### src/hdl/jpv_pkg.sv
// jpv_pkg: types, codes and sizes shared by the jailed path validator
// no dependencies; used by the interfaces, the step logic and the top level
package jpv_pkg;

    localparam int PATH_MAX_BYTES   = 256;
    localparam int PREFIX_MAX_BYTES = 8;

    // byte index must reach PATH_MAX_BYTES after a pending dot-dot segment
    localparam int IDX_W = $clog2(PATH_MAX_BYTES + 1);
    localparam int MAXLEN_W = 9;
    localparam int PLEN_W = 4;
    localparam int PTEXT_W = 64;
    localparam int LEN_W = 9;
    localparam int CMP_W = ((IDX_W > MAXLEN_W) ? IDX_W : MAXLEN_W) + 1;
    localparam int CFG_ADDR_W = 2;

    localparam logic [1:0] ST_OK     = 2'd0;
    localparam logic [1:0] ST_DENIED = 2'd1;
    localparam logic [1:0] ST_NOSPC  = 2'd2;

    localparam logic [1:0] SEG_START  = 2'd0;
    localparam logic [1:0] SEG_DOT    = 2'd1;
    localparam logic [1:0] SEG_DOTDOT = 2'd2;
    localparam logic [1:0] SEG_OTHER  = 2'd3;

    localparam logic [CFG_ADDR_W-1:0] REG_PREFIX_TEXT   = 2'd0;
    localparam logic [CFG_ADDR_W-1:0] REG_PREFIX_LENGTH = 2'd1;
    localparam logic [CFG_ADDR_W-1:0] REG_MAX_LENGTH    = 2'd2;

    localparam logic [7:0] CHAR_SLASH     = 8'h2f;
    localparam logic [7:0] CHAR_DOT       = 8'h2e;
    localparam logic [7:0] CHAR_BACKSLASH = 8'h5c;
    localparam logic [7:0] CHAR_SPACE     = 8'h20;

    typedef struct packed {
        logic [PTEXT_W-1:0]  prefix_text;
        logic [PLEN_W-1:0]   prefix_length;
        logic [MAXLEN_W-1:0] max_length;
    } jpv_cfg_t;

    typedef struct packed {
        logic [IDX_W-1:0] idx;
        logic [1:0]       seg;
        logic             pend_nospc;
        logic [1:0]       status;
        logic             pmatch;
    } jpv_state_t;

    localparam jpv_state_t STATE_CLEAR = '{
        idx:        '0,
        seg:        SEG_START,
        pend_nospc: 1'b0,
        status:     ST_OK,
        pmatch:     1'b1
    };

endpackage

### src/hdl/jpv_if.sv
// jpv_if: valid/ready channel interfaces for path bytes, results and register writes
// depends on jpv_pkg
interface jpv_path_if
    import jpv_pkg::*;
();
    logic       valid;
    logic       ready;
    logic [7:0] path_byte;
    logic       last;

    modport source (output valid, output path_byte, output last, input ready);
    modport sink (input valid, input path_byte, input last, output ready);
endinterface

interface jpv_result_if
    import jpv_pkg::*;
();
    logic             valid;
    logic             ready;
    logic [1:0]       status;
    logic [LEN_W-1:0] path_length;

    modport source (output valid, output status, output path_length, input ready);
    modport sink (input valid, input status, input path_length, output ready);
endinterface

interface jpv_cfg_if
    import jpv_pkg::*;
();
    logic                  valid;
    logic                  ready;
    logic [CFG_ADDR_W-1:0] index;
    logic [PTEXT_W-1:0]    data;

    modport source (output valid, output index, output data, input ready);
    modport sink (input valid, input index, input data, output ready);
endinterface

### src/hdl/jpv_step.sv
// jpv_step: per-byte check, next path state and result word
// depends on jpv_pkg; purely combinational, used by jailed_path_validator
module jpv_step
    import jpv_pkg::*;
(
    input  jpv_cfg_t         cfg_val,
    input  jpv_state_t       st,
    input  logic [7:0]       c,
    input  logic             last,
    output jpv_state_t       st_next,
    output logic [1:0]       res_status,
    output logic [LEN_W-1:0] res_length
);

    logic [CMP_W-1:0]  limit;
    logic [PLEN_W-1:0] plen;
    logic [CMP_W-1:0]  idx_plus1;
    logic              nospc;
    logic              is_slash;
    logic              dot_after_dot;
    logic [7:0]        want;
    logic [1:0]        chk;
    jpv_state_t        upd;

    always_comb
    begin
        if (CMP_W'(cfg_val.max_length) > CMP_W'(PATH_MAX_BYTES))
        begin
            limit = CMP_W'(PATH_MAX_BYTES);
        end
        else
        begin
            limit = CMP_W'(cfg_val.max_length);
        end
        if (cfg_val.prefix_length > PLEN_W'(PREFIX_MAX_BYTES))
        begin
            plen = PLEN_W'(PREFIX_MAX_BYTES);
        end
        else
        begin
            plen = cfg_val.prefix_length;
        end
    end

    assign idx_plus1     = CMP_W'(st.idx) + CMP_W'(1);
    assign nospc         = idx_plus1 >= limit;
    assign is_slash      = c == CHAR_SLASH;
    assign dot_after_dot = (st.seg == SEG_DOT) && (c == CHAR_DOT);
    assign want          = cfg_val.prefix_text[st.idx[2:0]*8 +: 8];

    always_comb
    begin
        upd = st;
        chk = ST_OK;
        priority if (cfg_val.max_length < MAXLEN_W'(2))
        begin
            chk = ST_DENIED;
        end
        else if ((st.idx == '0) && !is_slash)
        begin
            chk = ST_DENIED;
        end
        else if ((st.seg == SEG_DOTDOT) && is_slash)
        begin
            chk = ST_DENIED;
        end
        else if ((st.seg == SEG_DOTDOT) && st.pend_nospc)
        begin
            chk = ST_NOSPC;
        end
        else if ((c == CHAR_BACKSLASH) || (c < CHAR_SPACE))
        begin
            chk = ST_DENIED;
        end
        else if (is_slash && nospc)
        begin
            chk = ST_NOSPC;
        end
        else if (is_slash && (st.seg == SEG_START) && (st.idx != '0))
        begin
            chk = ST_DENIED;
        end
        else if (!is_slash && !dot_after_dot && nospc)
        begin
            chk = ST_NOSPC;
        end
        else if (dot_after_dot && last)
        begin
            chk = ST_DENIED;
        end
        else
        begin
            if (is_slash)
            begin
                upd.seg = SEG_START;
            end
            else if (dot_after_dot)
            begin
                upd.seg = SEG_DOTDOT;
                upd.pend_nospc = nospc;
            end
            else if ((st.seg == SEG_START) && (c == CHAR_DOT))
            begin
                upd.seg = SEG_DOT;
            end
            else
            begin
                upd.seg = SEG_OTHER;
            end

            // prefix bytes, then the separator right after the prefix
            if (CMP_W'(st.idx) < CMP_W'(plen))
            begin
                upd.pmatch = st.pmatch && (c == want);
            end
            else if (CMP_W'(st.idx) == CMP_W'(plen))
            begin
                upd.pmatch = st.pmatch && is_slash;
            end

            if (last && ((idx_plus1 < CMP_W'(plen)) || !upd.pmatch))
            begin
                chk = ST_DENIED;
            end
            else
            begin
                upd.idx = st.idx + IDX_W'(1);
            end
        end
        upd.status = chk;
    end

    always_comb
    begin
        jpv_state_t fin;
        fin = (st.status == ST_OK) ? upd : st;
        res_status = fin.status;
        res_length = (fin.status == ST_OK) ? LEN_W'(fin.idx) : '0;
        st_next    = last ? STATE_CLEAR : fin;
    end

endmodule

### src/hdl/jailed_path_validator.sv
// jailed_path_validator: top level with input register, path state and result register
// depends on jpv_pkg, jpv_if and jpv_step
//
// usage
//   path:   one path byte per word with a last flag; a path ends on the word with last set
//   result: one word per path (status 0 ok, 1 denied, 2 no space, plus path_length when ok)
//   cfg:    register writes (0 prefix_text, 1 prefix_length, 2 max_length), always ready;
//           write only while no path is in flight and no result is pending
//   throughput: one byte per cycle; the per-path state update is one combinational step
//     between the input register and the state/result registers
//   order: an accepted last byte passes the input register, then the result register
//   stall: the result register holds while result.ready is low; bytes that do not end a
//     path keep flowing, a last byte waits in the input register until the result
//     register frees, and path.ready drops only then
//   reset: clears the pipeline valids and path state; prefix empty, max_length 256
module jailed_path_validator
    import jpv_pkg::*;
(
    input logic             clk,
    input logic             rst_n,
    jpv_path_if.sink        path,
    jpv_result_if.source    result,
    jpv_cfg_if.sink         cfg
);

    jpv_cfg_t   cfg_reg;
    jpv_state_t st_reg;
    jpv_state_t st_next;

    logic       s1_valid_reg;
    logic [7:0] s1_byte_reg;
    logic       s1_last_reg;

    logic             out_valid_reg;
    logic [1:0]       out_status_reg;
    logic [LEN_W-1:0] out_length_reg;

    logic             out_free;
    logic             s1_adv;
    logic             path_acc;
    logic [1:0]       res_status;
    logic [LEN_W-1:0] res_length;

    assign out_free   = !out_valid_reg || result.ready;
    assign s1_adv     = s1_valid_reg && (!s1_last_reg || out_free);
    assign path.ready = !s1_valid_reg || s1_adv;
    assign path_acc   = path.valid && path.ready;
    assign cfg.ready  = 1'b1;

    assign result.valid       = out_valid_reg;
    assign result.status      = out_status_reg;
    assign result.path_length = out_length_reg;

    jpv_step u_step (
        .cfg_val    (cfg_reg),
        .st         (st_reg),
        .c          (s1_byte_reg),
        .last       (s1_last_reg),
        .st_next    (st_next),
        .res_status (res_status),
        .res_length (res_length)
    );

    always_ff @(posedge clk or negedge rst_n)
    begin
        if (!rst_n)
        begin
            cfg_reg.prefix_text   <= '0;
            cfg_reg.prefix_length <= '0;
            cfg_reg.max_length    <= MAXLEN_W'(256);
        end
        else if (cfg.valid)
        begin
            unique case (cfg.index)
                REG_PREFIX_TEXT:   cfg_reg.prefix_text   <= cfg.data;
                REG_PREFIX_LENGTH: cfg_reg.prefix_length <= cfg.data[PLEN_W-1:0];
                REG_MAX_LENGTH:    cfg_reg.max_length    <= cfg.data[MAXLEN_W-1:0];
                default:           ;
            endcase
        end
    end

    always_ff @(posedge clk or negedge rst_n)
    begin
        if (!rst_n)
        begin
            s1_valid_reg  <= 1'b0;
            out_valid_reg <= 1'b0;
            st_reg        <= STATE_CLEAR;
        end
        else
        begin
            if (path_acc)
            begin
                s1_valid_reg <= 1'b1;
            end
            else if (s1_adv)
            begin
                s1_valid_reg <= 1'b0;
            end

            if (s1_adv)
            begin
                st_reg <= st_next;
            end

            if (s1_adv && s1_last_reg)
            begin
                out_valid_reg <= 1'b1;
            end
            else if (result.ready)
            begin
                out_valid_reg <= 1'b0;
            end
        end
    end

    // payload registers
    always_ff @(posedge clk)
    begin
        if (path_acc)
        begin
            s1_byte_reg <= path.path_byte;
            s1_last_reg <= path.last;
        end
        if (s1_adv && s1_last_reg)
        begin
            out_status_reg <= res_status;
            out_length_reg <= res_length;
        end
    end

`ifndef SYNTHESIS
    a_last_gives_result: assert property (@(posedge clk) disable iff (!rst_n)
        s1_adv && s1_last_reg |=> result.valid)
        else $error("last byte did not produce a result");

    a_state_cleared: assert property (@(posedge clk) disable iff (!rst_n)
        s1_adv && s1_last_reg |=> (st_reg.idx == '0) && (st_reg.status == ST_OK)
            && st_reg.pmatch)
        else $error("path state not cleared after last byte");

    a_fail_len_zero: assert property (@(posedge clk) disable iff (!rst_n)
        result.valid && (result.status != ST_OK) |-> result.path_length == '0)
        else $error("nonzero length on failed path");

    a_status_code: assert property (@(posedge clk) disable iff (!rst_n)
        result.valid |-> (result.status == ST_OK) || (result.status == ST_DENIED)
            || (result.status == ST_NOSPC))
        else $error("undefined status code");
`endif

endmodule
### src/flat_wrapper.sv
// flat-port wrapper written by rule: the top's interface ports become plain ports
module jailed_path_validator_flat import jpv_pkg::*;
  (clk, rst_n, path_valid, path_path_byte, path_last, path_ready, result_valid, result_status, result_path_length, result_ready, cfg_valid, cfg_index, cfg_data, cfg_ready);
  jpv_path_if path_i ();
  jpv_result_if result_i ();
  jpv_cfg_if cfg_i ();
  input logic clk;
  input logic rst_n;
  input wire logic [$bits(path_i.valid)-1:0] path_valid;
  input wire logic [$bits(path_i.path_byte)-1:0] path_path_byte;
  input wire logic [$bits(path_i.last)-1:0] path_last;
  output wire logic [$bits(path_i.ready)-1:0] path_ready;
  output wire logic [$bits(result_i.valid)-1:0] result_valid;
  output wire logic [$bits(result_i.status)-1:0] result_status;
  output wire logic [$bits(result_i.path_length)-1:0] result_path_length;
  input wire logic [$bits(result_i.ready)-1:0] result_ready;
  input wire logic [$bits(cfg_i.valid)-1:0] cfg_valid;
  input wire logic [$bits(cfg_i.index)-1:0] cfg_index;
  input wire logic [$bits(cfg_i.data)-1:0] cfg_data;
  output wire logic [$bits(cfg_i.ready)-1:0] cfg_ready;
  assign path_i.valid = path_valid;
  assign path_i.path_byte = path_path_byte;
  assign path_i.last = path_last;
  assign path_ready = path_i.ready;
  assign result_valid = result_i.valid;
  assign result_status = result_i.status;
  assign result_path_length = result_i.path_length;
  assign result_i.ready = result_ready;
  assign cfg_i.valid = cfg_valid;
  assign cfg_i.index = cfg_index;
  assign cfg_i.data = cfg_data;
  assign cfg_ready = cfg_i.ready;
  jailed_path_validator u_core (.clk(clk), .rst_n(rst_n), .path(path_i), .result(result_i), .cfg(cfg_i));
endmodule
### config.mk
export PLATFORM = sky130hd
export DESIGN_NAME = jailed_path_validator_flat
export DESIGN_NICKNAME = d
export VERILOG_FILES = /design/src/hdl/jpv_pkg.sv /design/src/hdl/jpv_if.sv /design/src/hdl/jpv_step.sv /design/src/hdl/jailed_path_validator.sv /design/src/flat_wrapper.sv
export SDC_FILE = /design/constraint.sdc
export NUM_CORES = 1
export LEC_CHECK = 0
export ABC_AREA = 1
export BUFFER_PORTS_ARGS = -buffer_cell sky130_fd_sc_hd__clkbuf_2
export CORE_MARGIN = 1
export CORE_UTILIZATION = 35
export DETAILED_ROUTE_END_ITERATION = 10
export MAX_ROUTING_LAYER = met4
export PLACE_DENSITY = 0.61
export SETUP_SLACK_MARGIN = 0.4
export SKIP_LAST_GASP = 1
export SLEW_MARGIN = 20
export SYNTH_ARGS = -nofsm -noshare
export SYNTH_HDL_FRONTEND = slang
export SYNTH_SLANG_ARGS = --single-unit
### constraint.sdc
create_clock -name clk -period 3.65 [get_ports clk]
set_clock_uncertainty 0.2 [all_clocks]
set_input_delay 0.1825 -clock clk [delete_from_list [all_inputs] [get_ports clk]]
set_output_delay 0.1825 -clock clk [all_outputs]
set_load 0.02 [all_outputs]
**After elaboration in Yosys (flattened, before gate mapping)**

Cells that the tools add are included.

- Output and inout bits: 14
- Flip-flop bits (word level): 114
- Input bits: 80

- Reduce and logical (&&, ||, !) cells: 43
- $lt $le $gt $ge: 7
- Add/sub/neg operators: 2
- Multiplexer cells: 53
- Shift operators: 1
- Equality and inequality tests: 19

Operators with widths:

| cell | number |
|---|---|
| $mux 12 | 9 |
| $shiftx 64x7->8 | 1 |
| $mux 15 | 2 |
| $mux 1 | 28 |
| $mux 2 | 11 |
| $ne 2x1->1 const B | 10 |
| $mux 9 | 2 |
| $logic_and 1x1->1 | 17 |
| $eq 8x6->1 const B | 2 |
| $reduce_and 13->1 | 1 |
| $reduce_and 11->1 | 1 |
| $add 9x1->10 const B | 1 |
| $ge 10x10->1 | 1 |
| $lt 10x4->1 | 1 |
| $add 9x1->9 const B | 1 |
| $eq 9x4->1 | 1 |
| $gt 9x9->1 const B | 1 |
| $logic_not 9->1 | 1 |
| $lt 9x2->1 const B | 1 |
| $lt 9x4->1 | 1 |
| $reduce_bool 9->1 | 1 |
| $eq 8x7->1 const B | 1 |
| $eq 8x8->1 | 1 |
| $logic_not 2->1 | 4 |
| other kinds (9) | 25 |

**Longest topological paths before layout**

- Depth after elaboration: 29
- Mapped depth: 22
- Mapped depth without buffers: 21

**Hierarchy**

Synthesis repeated with hierarchy kept, for this count alone.

- Cell total of the unflattened synthesis: 865
- Area, all modules: 6766.5 µm²

Modules (own cells, without submodules):

| module | area each (µm²) | cells an instance | instances |
|---|---|---|---|
| jailed_path_validator | 4590.7 | 414 | 1 |
| jpv_step | 2175.8 | 451 | 1 |

**Worst setup path before layout**

OpenSTA, ideal clock, no wires.

- Path kind: reg-to-reg
- Start: register u_core.st_reg[6] (netlist bit)
- End: register u_core.out_length_reg[4] (netlist: u_core.result.path_length[4]) (data pin)
- Slack: 613 ps
- Stages on the path, launching flop included: 21
- Arrival: 2708 ps
- Setup time: 129 ps
- Cells stage by stage: dfrtp_1 buf_6 inv_2 buf_6 buf_6 ha_1 ha_1 inv_1 nor2_1 o21bai_1 a31oi_1 o21ai_0 nand2_1 nand2_1 nand2_1 inv_1 nand4_4 buf_6 nand2_2 nand3_1 inv_1

- Longest elaborated chain between the ends: 28

RTL lines:

| element | RTL line | text |
|---|---|---|
| start, declared | jailed_path_validator.sv:27 | `jpv_state_t st_reg;` |
| start signal, assigned | jailed_path_validator.sv:104 | `st_reg <= st_next;` |
| $shiftx 64x7->8 | jpv_step.sv:49 | `assign want = cfg_val.prefix_text[st.idx[2:0]*8 +: 8];` |
| $eq 8x8->1 | jpv_step.sv:114 | `upd.pmatch = st.pmatch && (c == want);` |
| $logic_and 1x1->1 | jpv_step.sv:114 |  |
| $mux 1 | jpv_step.sv:112 | `if (CMP_W'(st.idx) < CMP_W'(plen))` |
| $mux 1 | jpv_step.sv:87 | `else if (dot_after_dot && last)` |
| $mux 1 | jpv_step.sv:83 | `else if (!is_slash && !dot_after_dot && nospc)` |
| $mux 1 | jpv_step.sv:79 | `else if (is_slash && (st.seg == SEG_START) && (st.idx != '0))` |
| $mux 1 | jpv_step.sv:75 | `else if (is_slash && nospc)` |
| [... 12 more ...] | n/a |  |
| $mux 2 | jpv_step.sv:75 |  |
| $mux 2 | jpv_step.sv:71 | `else if ((c == CHAR_BACKSLASH) \|\| (c < CHAR_SPACE))` |
| $mux 2 | jpv_step.sv:67 | `else if ((st.seg == SEG_DOTDOT) && st.pend_nospc)` |
| $mux 2 | jpv_step.sv:63 | `else if ((st.seg == SEG_DOTDOT) && is_slash)` |
| $mux 2 | jpv_step.sv:59 | `else if ((st.idx == '0) && !is_slash)` |
| $mux 2 | jpv_step.sv:55 | `priority if (cfg_val.max_length < MAXLEN_W'(2))` |
| $mux 15 * | jpv_step.sv:136 | `fin = (st.status == ST_OK) ? upd : st;` |
| $logic_not 2->1 | jpv_step.sv:138 | `res_length = (fin.status == ST_OK) ? LEN_W'(fin.idx) : '0;` |
| end signal, assigned | jailed_path_validator.sv:129 | `out_length_reg <= res_length;` |
| end, declared | jailed_path_validator.sv:36 | `logic [LEN_W-1:0] out_length_reg;` |

Every way passes the cells marked *; elsewhere a longest branch is shown, timed or not. The select of a mux whose other input is x is not followed.
A chain may end at the register's enable or synchronous reset.

**Worst setup path after layout**

- Start: register u_core.cfg_reg[4] (netlist bit)
- End: register u_core.out_length_reg[4] (netlist: u_core.result.path_length[4]) (data pin)

- Longest elaborated chain between the ends: 14

RTL lines:

| element | RTL line | text |
|---|---|---|
| start, declared | jailed_path_validator.sv:26 | `jpv_cfg_t cfg_reg;` |
| $gt 9x9->1 | jpv_step.sv:27 | `if (CMP_W'(cfg_val.max_length) > CMP_W'(PATH_MAX_BYTES))` |
| $mux 9 | jpv_step.sv:27 |  |
| $ge 10x10->1 | jpv_step.sv:46 | `assign nospc = idx_plus1 >= limit;` |
| $logic_and 1x1->1 | jpv_step.sv:83 |  |
| $mux 2 | jpv_step.sv:83 |  |
| $mux 2 | jpv_step.sv:79 |  |
| $mux 2 | jpv_step.sv:75 |  |
| $mux 2 | jpv_step.sv:71 |  |
| $mux 2 | jpv_step.sv:67 |  |
| $mux 2 | jpv_step.sv:63 |  |
| $mux 2 | jpv_step.sv:59 |  |
| $mux 2 | jpv_step.sv:55 |  |
| $mux 15 * | jpv_step.sv:136 |  |
| $logic_not 2->1 | jpv_step.sv:138 |  |

Marks and branches as above.

==> reports/qor.csv <==
metric;value;unit
muxShareOfSynthArea;4.35;%
tns;0;ps
p_leak;4.37;nW
period_share;89.4;%
cts.clk_slew.worst_paths;60;ps
gp_congestion;0.862;
dp_hpwl;11200;µm
drive_above_1_share;22.9;%
grt_overflow;0;
crit_required;3630;ps
cts.path.max_buffers;2;
crit_path_end_kind;flop;
arrival;3250;ps
vias;5735;
htreeDepth;4;
antenna_found_initial;0;
clock_latency;420;ps
place_inst;1074;
cts_buffers;17;
synth-simple-area-share;27.1;%
ir_drop;342;µV
relSlewSlack;43.2;%
yosysSeqAreaShare;47.6;%
dieArea;18300;µm²
synth_cell_types;38;
ys_ff_latch;114;
antenna_left;0;
syn_area;6210;µm²
maxCapViolCount;0;
via_per_inst;4.79;
synth.area.top_cells;dfrtp_1, nand2_1, edfxtp_1;
grt_pass1_wl;27800;µm
worstSetupPathType;reg -> reg;
dr.pass1.iters;5;
wl_met1;7960;µm
hp-class;in -> reg;
syn_area_per_cell;8.04;µm²
yosys.area.top_type;dfrtp_1;
fin_cells;1198;
synthArstFlopShare;82.5;%
placed_area;6900;µm²
switching_share;26.5;%
internal_power;2.91;mW
start_util;35.9;%
nets;1060;
power_frac_seq;39.1;%
n_antenna_cell;0;
die_y;135;µm
synth_nets;871;
largest_reg_flops;77;
critPathLaunchType;flop;
clock-sinks;114;
synth_cells;772;
dpl_worst_slack;226;ps
row_count;48;
switchingPower;1.05;mW
comb_power_share;16.9;%
grt_max_degree;72;
drc;0;
synth_compound_area_share;7.18;%
critPathMaxFanout;6;
status;finished, final reports clean;
dr.first_iter.drc_count;381;
synth_warnings;0;
cts_tree;built;
min_period;3260;ps
fill_cells;1659;
grt_pass1_vias;5635;
route.met3.wl;780;µm
grt_usage;20.6;%
cts_root_buf;clkbuf_16;
finalMaxSlewViolations;0;
wl_met2;8200;µm
synth_top_family_by_area;simple AND/OR/NAND/NOR gates;
synth_fa_ha_area_share;3.83;%
grt_setup_unrepaired;true;
setup_viol;0;
io_buffers;92;
chipWidth;135;µm
synth_xor_area_share;0.564;%
synth_top_area_share;37.1;%
worst_pin_slew;849;ps
routed_wl;17200;µm
layout-area-overhead-vs-synth;38.9;%
core;17300;µm²
synth_edf_count;20;
max_clock_freq;0.307;GHz
setup_ws;388;ps
clockPowerShare;44.0;%
whs;59.8;ps
hold_viol_final;0;
top_layer;met4;
ios;94;
ys.flop_type;dfrtp_1;
power_density;459;nW/µm²
final_area;8620;µm²
wl_per_cell;14.4;µm
power by group through the flow:
stage / Clock, mW / Sequential [mW] / Combinational (mW)
finish: 1.74 / 1.55 / 0.668
global route: 1.81 / 1.57 / 0.758
CTS: 1.76 / 1.55 / 0.626
detailed placement: 0 / 1.57 / 0.554
global placement: 0 / 1.56 / 0.546
floorplan: 0 / 1.55 / 0.381
worst max-delay path, stage by stage, from the launching register on:
cell and delay [ps]:
dfrtp_1 390, nor2_1 100, inv_1 50, nor3_2 200, a41o_1 310, nand2_1 90, ha_1 280, nand2_1 60
inv_2 50, nand3_2 60, o21bai_4 170, a31oi_1 160, o21ai_1 80, nand2_1 120, nand2_1 80, nand2_2 120
inv_2 70, nand4_4 130, buf_12 150, clkinv_8 60, nand3_2 50, inv_1 30
synth_stat cells (2+ instances only):
cell / count
nand2_2: 3
buf_2: 5
edfxtp_1: 20
inv_2: 2
a21o_1: 3
nand2_1: 201
nand3_2: 2
xor2_1: 4
buf_6: 5
a21oi_1: 36
inv_1: 108
o21bai_1: 2
buf_1: 3
ha_1: 19
nand3_1: 71
dfrtp_1: 92
a31oi_1: 3
mux2_2: 24
o21ai_0: 31
nand4_1: 19
a211oi_1: 2
dfstp_2: 2
buf_4: 3
nor2_1: 75
clkbuf_1: 12
nor3_1: 13
placed cells by master, fill, tap and decap left out, types with 20 or more instances in the layout:
cell type,count
nand2_1,189
clkbuf_2,91
nand3_1,65
edfxtp_1,20
buf_4,25
inv_1,104
clkbuf_16,20
nor2_1,70
dlygate4sd3_1,78
dfrtp_1,91
o21ai_0,29
a21oi_1,36
mux2_2,24
area by class of cell:
type,instances,area [µm²],area share [%]
clock buffers,24,526,6.10
clock inverters,7,92.6,1.07
multi-input cells,519,2860,33.1
flip-flops and latches,114,2960,34.3
inverters,111,429,4.98
well taps,225,282,3.27
repair buffers,198,1480,17.1
final timing paths:
check                                    from                            to  slack, ps  cells after the start
hold reg to reg            u_core.cfg_reg[19]            u_core.cfg_reg[19]        290                      2
setup / recovery            u_core.cfg_reg[4]  u_core.result.path_length[4]        390                     21
setup reg to reg            u_core.cfg_reg[4]  u_core.result.path_length[4]        390                     21
min in group asynchronous               rst_n            u_core.cfg_reg[58]        130                      2
max in group asynchronous               rst_n              u_core.st_reg[0]       2270                      3
hold / removal                   cfg_index[0]            u_core.cfg_reg[11]         60                      3
what timing repair did:
action / CTS / global route
buffers inserted: 1 / 14
pin swaps: 2 / 25
endpoints found under the hold margin: 133 / 0
resized for setup: 6 / 45
setup endpoints to repair: 18 / 23
hold buffers: 78 / 0
through the flow:
step / utilization [%] / total power [mW]
2_1_floorplan: - / 1.93
3_3_place_gp: 39.9 / 2.11
3_5_place_dp: 39.9 / 2.12
4_1_cts: 48.1 / 3.93
5_1_grt: 49.8 / 4.14
6_report: 49.8 / 3.96
per-layer routing:
| layer | GRT usage, % | vias up |
|---|---|---|
| met5 | - | - |
| met2 | 32.0 | 149 |
| met3 | 3.44 | 25 |
| met4 | 7.87 | 0 |
| li1 | - | 2867 |
| met1 | 26.8 | 2694 |
cells by family (layout without fill, tap and decap cells):
| family | Yosys count | after routing |
|---|---|---|
| buffers and inverters | 139 | 340 |
| adders and majority gates | 19 | 19 |
| and+or+nand+nor | 390 | 390 |
| AOI/OAI and AO/OA | 81 | 81 |
| other | 1 | 1 |
| muxes | 24 | 24 |
| xor gates and xnor gates | 4 | 4 |
| DFF | 114 | 114 |
No activity file was read; power rests on OpenSTA's default activity.
